<file path="src/rtl/core/led_scanner_fade_defines.svh">
// Assertion macros shared by the scanner RTL.
// Needs i_clk and i_rst_n in the scope where a macro is used.
`ifndef LED_SCANNER_FADE_DEFINES_SVH
`define LED_SCANNER_FADE_DEFINES_SVH

// The consequent must hold in the same cycle as the antecedent.
`define LSF_ASSERT_SAME(label, ante, cons) \
    label: assert property (@(posedge i_clk) disable iff (!i_rst_n) (ante) |-> (cons)) \
        else $error("scanner check failed");

// The consequent must hold in the cycle after the antecedent.
`define LSF_ASSERT_NEXT(label, ante, cons) \
    label: assert property (@(posedge i_clk) disable iff (!i_rst_n) (ante) |=> (cons)) \
        else $error("scanner check failed");

`endif

</file>
<file path="src/rtl/core/lsf_pkg.sv">
// Shared types and constants for the LED scanner with fading trail.
// No dependencies.
package lsf_pkg;

    localparam int NUM_LEDS_DEF = 16;
    localparam int PIX_IDX_W    = 6;
    localparam int COLOR_W      = 8;
    localparam int CNT_W        = 16;
    localparam int CFG_IDX_W    = 2;
    localparam int CFG_DATA_W   = 16;
    localparam int S_TDATA_W    = 8;
    localparam int M_TDATA_W    = 32;

    localparam logic [COLOR_W-1:0] EYE_RED_RST   = 8'hFF;
    localparam logic [COLOR_W-1:0] EYE_GREEN_RST = 8'h00;
    localparam logic [COLOR_W-1:0] EYE_BLUE_RST  = 8'h00;
    localparam logic [CNT_W-1:0]   INTERVAL_RST  = 16'd50;
    localparam logic [CNT_W-1:0]   CNT_MAX       = 16'hFFFF;

    typedef struct packed {
        logic [COLOR_W-1:0] red;
        logic [COLOR_W-1:0] green;
        logic [COLOR_W-1:0] blue;
    } t_rgb;

    typedef enum logic [CFG_IDX_W-1:0] {
        CFG_EYE_RED   = 2'd0,
        CFG_EYE_GREEN = 2'd1,
        CFG_EYE_BLUE  = 2'd2,
        CFG_INTERVAL  = 2'd3
    } t_cfg_idx;

    typedef enum logic [1:0] {
        S_IDLE,
        S_READ,
        S_CALC,
        S_SEND
    } t_state;

endpackage

</file>
<file path="src/rtl/core/lsf_pixel_mem.sv">
// Pixel colour store: one entry per LED, registered read, valid bit per entry.
// Depends on lsf_pkg.
module lsf_pixel_mem
    import lsf_pkg::*;
#(
    parameter int NUM_LEDS = NUM_LEDS_DEF
) (
    input  logic                        i_clk,
    input  logic                        i_rst_n,
    input  logic                        i_rd_en,
    input  logic [$clog2(NUM_LEDS)-1:0] i_rd_addr,
    input  logic                        i_wr_en,
    input  logic [$clog2(NUM_LEDS)-1:0] i_wr_addr,
    input  t_rgb                        i_wr_data,
    output t_rgb                        o_rd_data
);

    t_rgb                r_mem [NUM_LEDS];
    logic [NUM_LEDS-1:0] r_valid;
    t_rgb                r_rd_data;
    logic                r_rd_valid;

    always_ff @(posedge i_clk) begin
        if (i_wr_en) begin
            r_mem[i_wr_addr] <= i_wr_data;
        end
        if (i_rd_en) begin
            r_rd_data <= r_mem[i_rd_addr];
        end
    end

    always_ff @(posedge i_clk) begin
        if (!i_rst_n) begin
            r_valid    <= '0;
            r_rd_valid <= 1'b0;
        end else begin
            if (i_wr_en) begin
                r_valid[i_wr_addr] <= 1'b1;
            end
            if (i_rd_en) begin
                r_rd_valid <= r_valid[i_rd_addr];
            end
        end
    end

    // An entry never written since reset reads as black.
    assign o_rd_data = r_rd_valid ? r_rd_data : '0;

endmodule

</file>
<file path="src/rtl/core/lsf_pixel_alu.sv">
// Shared pixel unit: decides whether a pixel is lit by the eye and halves it otherwise.
// Depends on lsf_pkg.
module lsf_pixel_alu
    import lsf_pkg::*;
#(
    parameter int NUM_LEDS = NUM_LEDS_DEF
) (
    input  logic [$clog2(NUM_LEDS)-1:0]       i_idx,
    input  logic [$clog2(2*(NUM_LEDS-1))-1:0] i_pos,
    input  logic [$clog2(2*NUM_LEDS-1)-1:0]   i_mirror,
    input  t_rgb                              i_eye,
    input  t_rgb                              i_old,
    output t_rgb                              o_new
);

    localparam int CMP_W = $clog2(2*NUM_LEDS-1);

    logic [CMP_W-1:0] idx_ext;
    logic [CMP_W-1:0] pos_ext;
    logic             lit;

    assign idx_ext = CMP_W'(i_idx);
    assign pos_ext = CMP_W'(i_pos);
    assign lit     = (idx_ext == pos_ext) || (idx_ext == i_mirror);

    always_comb begin
        if (lit) begin
            o_new = i_eye;
        end else begin
            o_new.red   = i_old.red   >> 1;
            o_new.green = i_old.green >> 1;
            o_new.blue  = i_old.blue  >> 1;
        end
    end

endmodule

</file>
<file path="src/rtl/core/led_scanner_fade.sv">
// A back-and-forth scanner eye with a fading trail. Each input item is one millisecond
// tick; an item with the tick bit clear or one that does not complete the frame interval
// gives no output. An item that completes the interval renders a frame of NUM_LEDS
// output items, pixel 0 first and the last marked with tlast; each pixel goes through a
// store read, the pixel update and write-back, and the output handover, which waits
// while the output is held off. The pace is set by the single pixel unit and the colour
// store it updates in place, whose read and write ports both take the pixel index.
// Input ready is low while a frame is being rendered. The store needs no clearing pass
// after reset. Configuration writes are taken at any time but are meant for idle.
module led_scanner_fade
    import lsf_pkg::*;
#(
    parameter int NUM_LEDS = NUM_LEDS_DEF
) (
    input  logic                  i_clk,
    input  logic                  i_rst_n,
    input  logic                  i_s_tvalid,
    output logic                  o_s_tready,
    input  logic [S_TDATA_W-1:0]  i_s_tdata,   // [0] tick, [7:1] zero
    output logic                  o_m_tvalid,
    input  logic                  i_m_tready,
    output logic [M_TDATA_W-1:0]  o_m_tdata,   // [5:0] pixel_index, [13:6] pix_red,
                                               // [21:14] pix_green, [29:22] pix_blue
    output logic                  o_m_tlast,   // last_pixel
    input  logic                  i_cfg_we,
    input  logic [CFG_IDX_W-1:0]  i_cfg_idx,
    input  logic [CFG_DATA_W-1:0] i_cfg_data
);

`include "led_scanner_fade_defines.svh"

    localparam int IDX_W    = $clog2(NUM_LEDS);
    localparam int POS_W    = $clog2(2*(NUM_LEDS-1));
    localparam int MIR_W    = $clog2(2*NUM_LEDS-1);
    localparam int TRIP_LEN = 2*(NUM_LEDS-1);

    t_rgb                  r_eye;
    logic [CNT_W-1:0]      r_interval;

    t_state                r_state, n_state;
    logic [CNT_W-1:0]      r_elapsed, n_elapsed;
    logic [POS_W-1:0]      r_pos, n_pos;
    logic [MIR_W-1:0]      r_mirror, n_mirror;
    logic [IDX_W-1:0]      r_idx, n_idx;
    logic                  r_out_valid, n_out_valid;
    logic [PIX_IDX_W-1:0]  r_out_idx, n_out_idx;
    t_rgb                  r_out_rgb, n_out_rgb;
    logic                  r_out_last, n_out_last;

    logic                  in_acc;
    logic                  tick;
    logic [CNT_W-1:0]      cnt_inc;
    logic                  fire;
    logic                  idx_last;
    logic                  rd_en;
    logic                  wr_en;
    t_rgb                  old_rgb;
    t_rgb                  new_rgb;

    // Configuration registers.
    always_ff @(posedge i_clk) begin
        if (!i_rst_n) begin
            r_eye.red   <= EYE_RED_RST;
            r_eye.green <= EYE_GREEN_RST;
            r_eye.blue  <= EYE_BLUE_RST;
            r_interval  <= INTERVAL_RST;
        end else if (i_cfg_we) begin
            unique case (t_cfg_idx'(i_cfg_idx))
                CFG_EYE_RED:   r_eye.red   <= i_cfg_data[COLOR_W-1:0];
                CFG_EYE_GREEN: r_eye.green <= i_cfg_data[COLOR_W-1:0];
                CFG_EYE_BLUE:  r_eye.blue  <= i_cfg_data[COLOR_W-1:0];
                CFG_INTERVAL:  r_interval  <= i_cfg_data;
                default: ;
            endcase
        end
    end

    assign in_acc   = i_s_tvalid && o_s_tready;
    assign tick     = i_s_tdata[0];
    assign cnt_inc  = (r_elapsed == CNT_MAX) ? r_elapsed : r_elapsed + CNT_W'(1);
    assign fire     = cnt_inc >= r_interval;
    assign idx_last = r_idx == IDX_W'(NUM_LEDS-1);
    assign rd_en    = r_state == S_READ;
    assign wr_en    = r_state == S_CALC;

    lsf_pixel_mem #(
        .NUM_LEDS (NUM_LEDS)
    ) u_mem (
        .i_clk     (i_clk),
        .i_rst_n   (i_rst_n),
        .i_rd_en   (rd_en),
        .i_rd_addr (r_idx),
        .i_wr_en   (wr_en),
        .i_wr_addr (r_idx),
        .i_wr_data (new_rgb),
        .o_rd_data (old_rgb)
    );

    lsf_pixel_alu #(
        .NUM_LEDS (NUM_LEDS)
    ) u_alu (
        .i_idx    (r_idx),
        .i_pos    (r_pos),
        .i_mirror (r_mirror),
        .i_eye    (r_eye),
        .i_old    (old_rgb),
        .o_new    (new_rgb)
    );

    always_ff @(posedge i_clk) begin
        if (!i_rst_n) begin
            r_state     <= S_IDLE;
            r_elapsed   <= '0;
            r_pos       <= '0;
            r_idx       <= '0;
            r_out_valid <= 1'b0;
        end else begin
            r_state     <= n_state;
            r_elapsed   <= n_elapsed;
            r_pos       <= n_pos;
            r_idx       <= n_idx;
            r_out_valid <= n_out_valid;
        end
    end

    always_ff @(posedge i_clk) begin
        r_mirror   <= n_mirror;
        r_out_idx  <= n_out_idx;
        r_out_rgb  <= n_out_rgb;
        r_out_last <= n_out_last;
    end

    always_comb begin
        n_state     = r_state;
        n_elapsed   = r_elapsed;
        n_pos       = r_pos;
        n_mirror    = r_mirror;
        n_idx       = r_idx;
        n_out_valid = r_out_valid;
        n_out_idx   = r_out_idx;
        n_out_rgb   = r_out_rgb;
        n_out_last  = r_out_last;
        unique case (r_state)
            S_IDLE: begin
                if (in_acc && tick) begin
                    if (fire) begin
                        n_elapsed = '0;
                        n_idx     = '0;
                        n_mirror  = MIR_W'(TRIP_LEN) - MIR_W'(r_pos);
                        n_state   = S_READ;
                    end else begin
                        n_elapsed = cnt_inc;
                    end
                end
            end
            S_READ: begin
                n_state = S_CALC;
            end
            S_CALC: begin
                n_out_valid = 1'b1;
                n_out_idx   = PIX_IDX_W'(r_idx);
                n_out_rgb   = new_rgb;
                n_out_last  = idx_last;
                n_state     = S_SEND;
            end
            S_SEND: begin
                if (i_m_tready) begin
                    n_out_valid = 1'b0;
                    if (idx_last) begin
                        n_pos   = (r_pos == POS_W'(TRIP_LEN-1)) ? '0 : r_pos + POS_W'(1);
                        n_state = S_IDLE;
                    end else begin
                        n_idx   = r_idx + IDX_W'(1);
                        n_state = S_READ;
                    end
                end
            end
            default: n_state = S_IDLE;
        endcase
    end

    assign o_s_tready = r_state == S_IDLE;
    assign o_m_tvalid = r_out_valid;
    assign o_m_tdata  = {2'b00, r_out_rgb.blue, r_out_rgb.green, r_out_rgb.red, r_out_idx};
    assign o_m_tlast  = r_out_last;

    `LSF_ASSERT_SAME(a_ready_out_empty, o_s_tready, !o_m_tvalid)
    `LSF_ASSERT_SAME(a_last_on_final, o_m_tvalid && o_m_tlast,
        r_out_idx == PIX_IDX_W'(NUM_LEDS-1))
    `LSF_ASSERT_SAME(a_pos_in_trip, 1'b1, MIR_W'(r_pos) < MIR_W'(TRIP_LEN))
    `LSF_ASSERT_NEXT(a_frame_clears_count, in_acc && tick && fire,
        r_elapsed == '0 && r_state == S_READ)

endmodule
</file>
<file path="config.mk">
export PLATFORM = sky130hd
export DESIGN_NAME = led_scanner_fade
export DESIGN_NICKNAME = d
export VERILOG_FILES = /design/src/rtl/core/lsf_pkg.sv /design/src/rtl/core/lsf_pixel_mem.sv /design/src/rtl/core/lsf_pixel_alu.sv /design/src/rtl/core/led_scanner_fade.sv
export VERILOG_INCLUDE_DIRS = /design/src /design/src/rtl/core
export SDC_FILE = /design/constraint.sdc
export NUM_CORES = 1
export LEC_CHECK = 0
export ABC_AREA = 1
export BUFFER_PORTS_ARGS = -buffer_cell sky130_fd_sc_hd__buf_4
export CAP_MARGIN = 15
export CORE_ASPECT_RATIO = 1.5
export CORE_UTILIZATION = 62
export DETAILED_ROUTE_END_ITERATION = 10
export HOLD_SLACK_MARGIN = 0.08
export PLACE_DENSITY = 0.8
export SYNTH_ARGS = -nofsm -noshare
export SYNTH_HDL_FRONTEND = slang
export SYNTH_SLANG_ARGS = --single-unit
</file>
<file path="constraint.sdc">
create_clock -name i_clk -period 3.3 [get_ports i_clk]
set_clock_uncertainty 0.05 [all_clocks]
set_input_delay 0.66 -clock i_clk [delete_from_list [all_inputs] [get_ports i_clk]]
set_output_delay 0.66 -clock i_clk [all_outputs]
set_load 0.005 [all_outputs]
</file>
==> results.json <==
{
  "numCtsBuffers": 42,
  "drt-initial-drc-count": 1455,
  "maxCapViolations": 0,
  "multi_input_area_sq_mm": 0.00511,
  "end_kind": "register",
  "crit_top_cell": "nand2_1",
  "post-cts-setup-buffer-count": 0,
  "gp_congestion": 0.841,
  "status": "finished, final reports clean",
  "max-vdd-ir-drop_mv": 0.326,
  "synth_top_area_frac": 0.613,
  "synth_cells": 1670,
  "ys_ff_latch": 476,
  "tightest_slew_ns": 1.26,
  "crit_fanout": 10,
  "path_cells": "ha_1 -> nand2_1 -> nor2_2 -> nand2_1 -> inv_2 -> nand3_2 -> nand2_2 -> xnor2_2 -> ha_1 -> nand2_1 -> inv_1 -> nand2_1 -> a21oi_1 -> nor2_2 -> buf_4 -> nand3_4 -> nand2_2 -> nand2_1 -> nand2_1 -> nor2_1",
  "cts_hold_buf": 0,
  "maxSlewViolCount": 0,
  "fillerInstances": 1947,
  "netlist-cell-type-count": 39,
  "avgSynthCellArea_sq_um": 11.5,
  "htree_levels": 2,
  "slowest_delay_ns": 0.39,
  "port_buffers": 54,
  "grt_max_degree": 181,
  "dp_hpwl_microns": 26600,
  "hold-worst-slack_ns": 0.308,
  "hold_path_class": "input port to register",
  "fp.dieW_microns": 146,
  "fin_nets": 1799,
  "clock-root-buffer": "clkbuf_16",
  "start_kind": "register",
  "viasPerCell": 6.08,
  "cts_buffer_depth": 3,
  "layout_common_cells": "edfxtp_1, nor2_1, nand2_1, o21ai_0, buf_4",
  "setup_viol": 0,
  "synth.top_cells.by_area": "edfxtp_1, dfxtp_1, o21ai_0",
  "row_count": 78,
  "hold_path_depth": 3,
  "clock-sinks": 476,
  "chipHeight_microns": 217,
  "grt_pass1_vias": 13042,
  "num_vias": 13228,
  "crit_start": "r_elapsed[1]",
  "core_area_sq_mm": 0.0304,
  "crit_end": "r_idx[0]",
  "cp_slowest_cell": "dfxtp_1",
  "tns_ns": 0,
  "grt_pass1_wl_microns": 69100,
  "final_hold_viol_count": 0,
  "finalWorstPathRequiredPeriod_ns": 3.10,
  "cp.required_ns": 3.70,
  "wl_microns": 45500,
  "antenna_found_initial": 0,
  "dieArea_sq_mm": 0.0316,
  "critPathArrivalTime_ns": 3.50,
  "register_area_sq_mm": 0.0134,
  "r2r_setup_slack_ns": 0.20,
  "leakagePower_nw": 7.64,
  "wl_per_cell_microns": 20.9,
  "worstReg2RegStart": "r_elapsed[1]",
  "clk_pin_slew_ns": 0.06,
  "final_common_cell": "edfxtp_1",
  "netlist_area_sq_mm": 0.0192,
  "worst_hold_startpoint": "i_cfg_data[0]",
  "drc": 0,
  "yosys_warnings": 0,
  "tritoncts": "yes",
  "reg2reg_depth": 20,
  "antenna_cells": 0,
  "synth_top_cell_by_area": "edfxtp_1",
  "power.density_mw_per_mm2": 530,
  "start_util": 0.631,
  "fmax_mhz": 322,
  "synth_seq_area_share": 0.702,
  "globalRouteOverflowTotal": 0,
  "grt_use_total": 0.289,
  "postCtsResizedCells": 0,
  "synthToLayoutAreaGrowth_pct": 12.7,
  "clk_latency_ns": 0.57,
  "fin_crit_sh": 0.941,
  "rr_endpoint": "r_idx[0]",
  "io_pins": 66,
  "critPathKind": "register to register",
  "drive_gt1_frac": 0.122,
  "ant_nets": 0,
  "slew_headroom": 0.160,
  "firstDrtPassIters": 5
}
report_power, final:
part	switching (mW)	leakage (nW)	internal (mW)
Combinational	0.191	2.79	0.0826
Clock	2.08	0.631	2.57
Sequential	0.0112	4.22	6.51
stage by stage:
step | instances | instance area, sq um | setup slack, ns | power [mW] | utilization
finish | 2174 | 21600 | 0.195 | 11.4 | 0.711
global route | 2174 | 21600 | -0.0124 | 11.7 | 0.711
CTS | 2169 | 21500 | 0.0780 | 11.5 | 0.709
detailed placement | 2092 | 20200 | 0.133 | 6.91 | 0.666
global placement | 2092 | 20200 | 0.198 | 6.90 | 0.666
floorplan | 1673 | 19200 | 0.316 | 6.79 | -
state kept, by name, summed over array words and instances (netlist names), 16 cells and up:
signal           flops
o_m_tdata           24
r_elapsed           16
r_eye               24
r_interval          16
u_mem.r_mem        336
u_mem.r_rd_data     21
u_mem.r_valid       16
how the worst min path moves through the flow:
| stage | end | slack, ns |
|---|---|---|
| final | r_eye[16] | 0.31 |
| after global routing | r_eye[19] | 0.32 |
| after CTS | r_eye[16] | 0.30 |
| after detailed placement | r_eye[1] | 0.39 |
| after global placement | r_eye[1] | 0.38 |
| after floorplan | r_out_idx[2] | 0.35 |
layer usage:
layer / vias to the layer above / routed length (microns) / share of wire / global-route usage
met4: 0 / 2150 / 0.047 / 0.167
met1: 6273 / 15900 / 0.35 / 0.339
li1: 6045 / - / - / -
met2: 760 / 23500 / 0.52 / 0.507
met3: 150 / 4040 / 0.089 / 0.0438
met5: - / 0 / 0 / 0
cell type report:
class,count,area share
sequential,476,0.623
clock buffer,63,0.0547
clock inverter,14,0.00539
timing repair buffer,116,0.0446
inverter,73,0.0128
tap,400,0.0232
multi-input combinational,1032,0.237
critical path, delay by kind of cell, from the launching register on:
kind	cells	cell delay [ns]
DFF	1	0.39
AOI/OAI and AO/OA	1	0.07
adders and majority gates	2	0.49
xor gates and xnor gates	1	0.12
and+or+nand+nor	13	1.53
buffers and inverters	3	0.36
kinds of logic after synthesis:
logic type | Yosys count | share of synthesized area
xor+xnor | 16 | 0.00771
other cells | 1 | 0.000196
compound gates | 398 | 0.112
simple gates | 587 | 0.125
buf+inv | 165 | 0.0362
fa+ha+maj | 27 | 0.0176
flops | 476 | 0.702
Yosys cell counts (all sizes together):
cell type,n
edfxtp,391
o31ai,1
o211a,1
nand3,32
ha,27
xor2,11
a41oi,1
inv,71
nand2,245
xnor2,5
buf,33
o21ai,237
a21oi,64
clkinv,2
clkbuf,59
nor2,278
nand3b,2
dfxtp,85
o22ai,90
o211ai,1
a2bb2oi,2
conb,1
nor3,4
nand4,26
o311ai,1
Power figures use the tool's default switching activity.
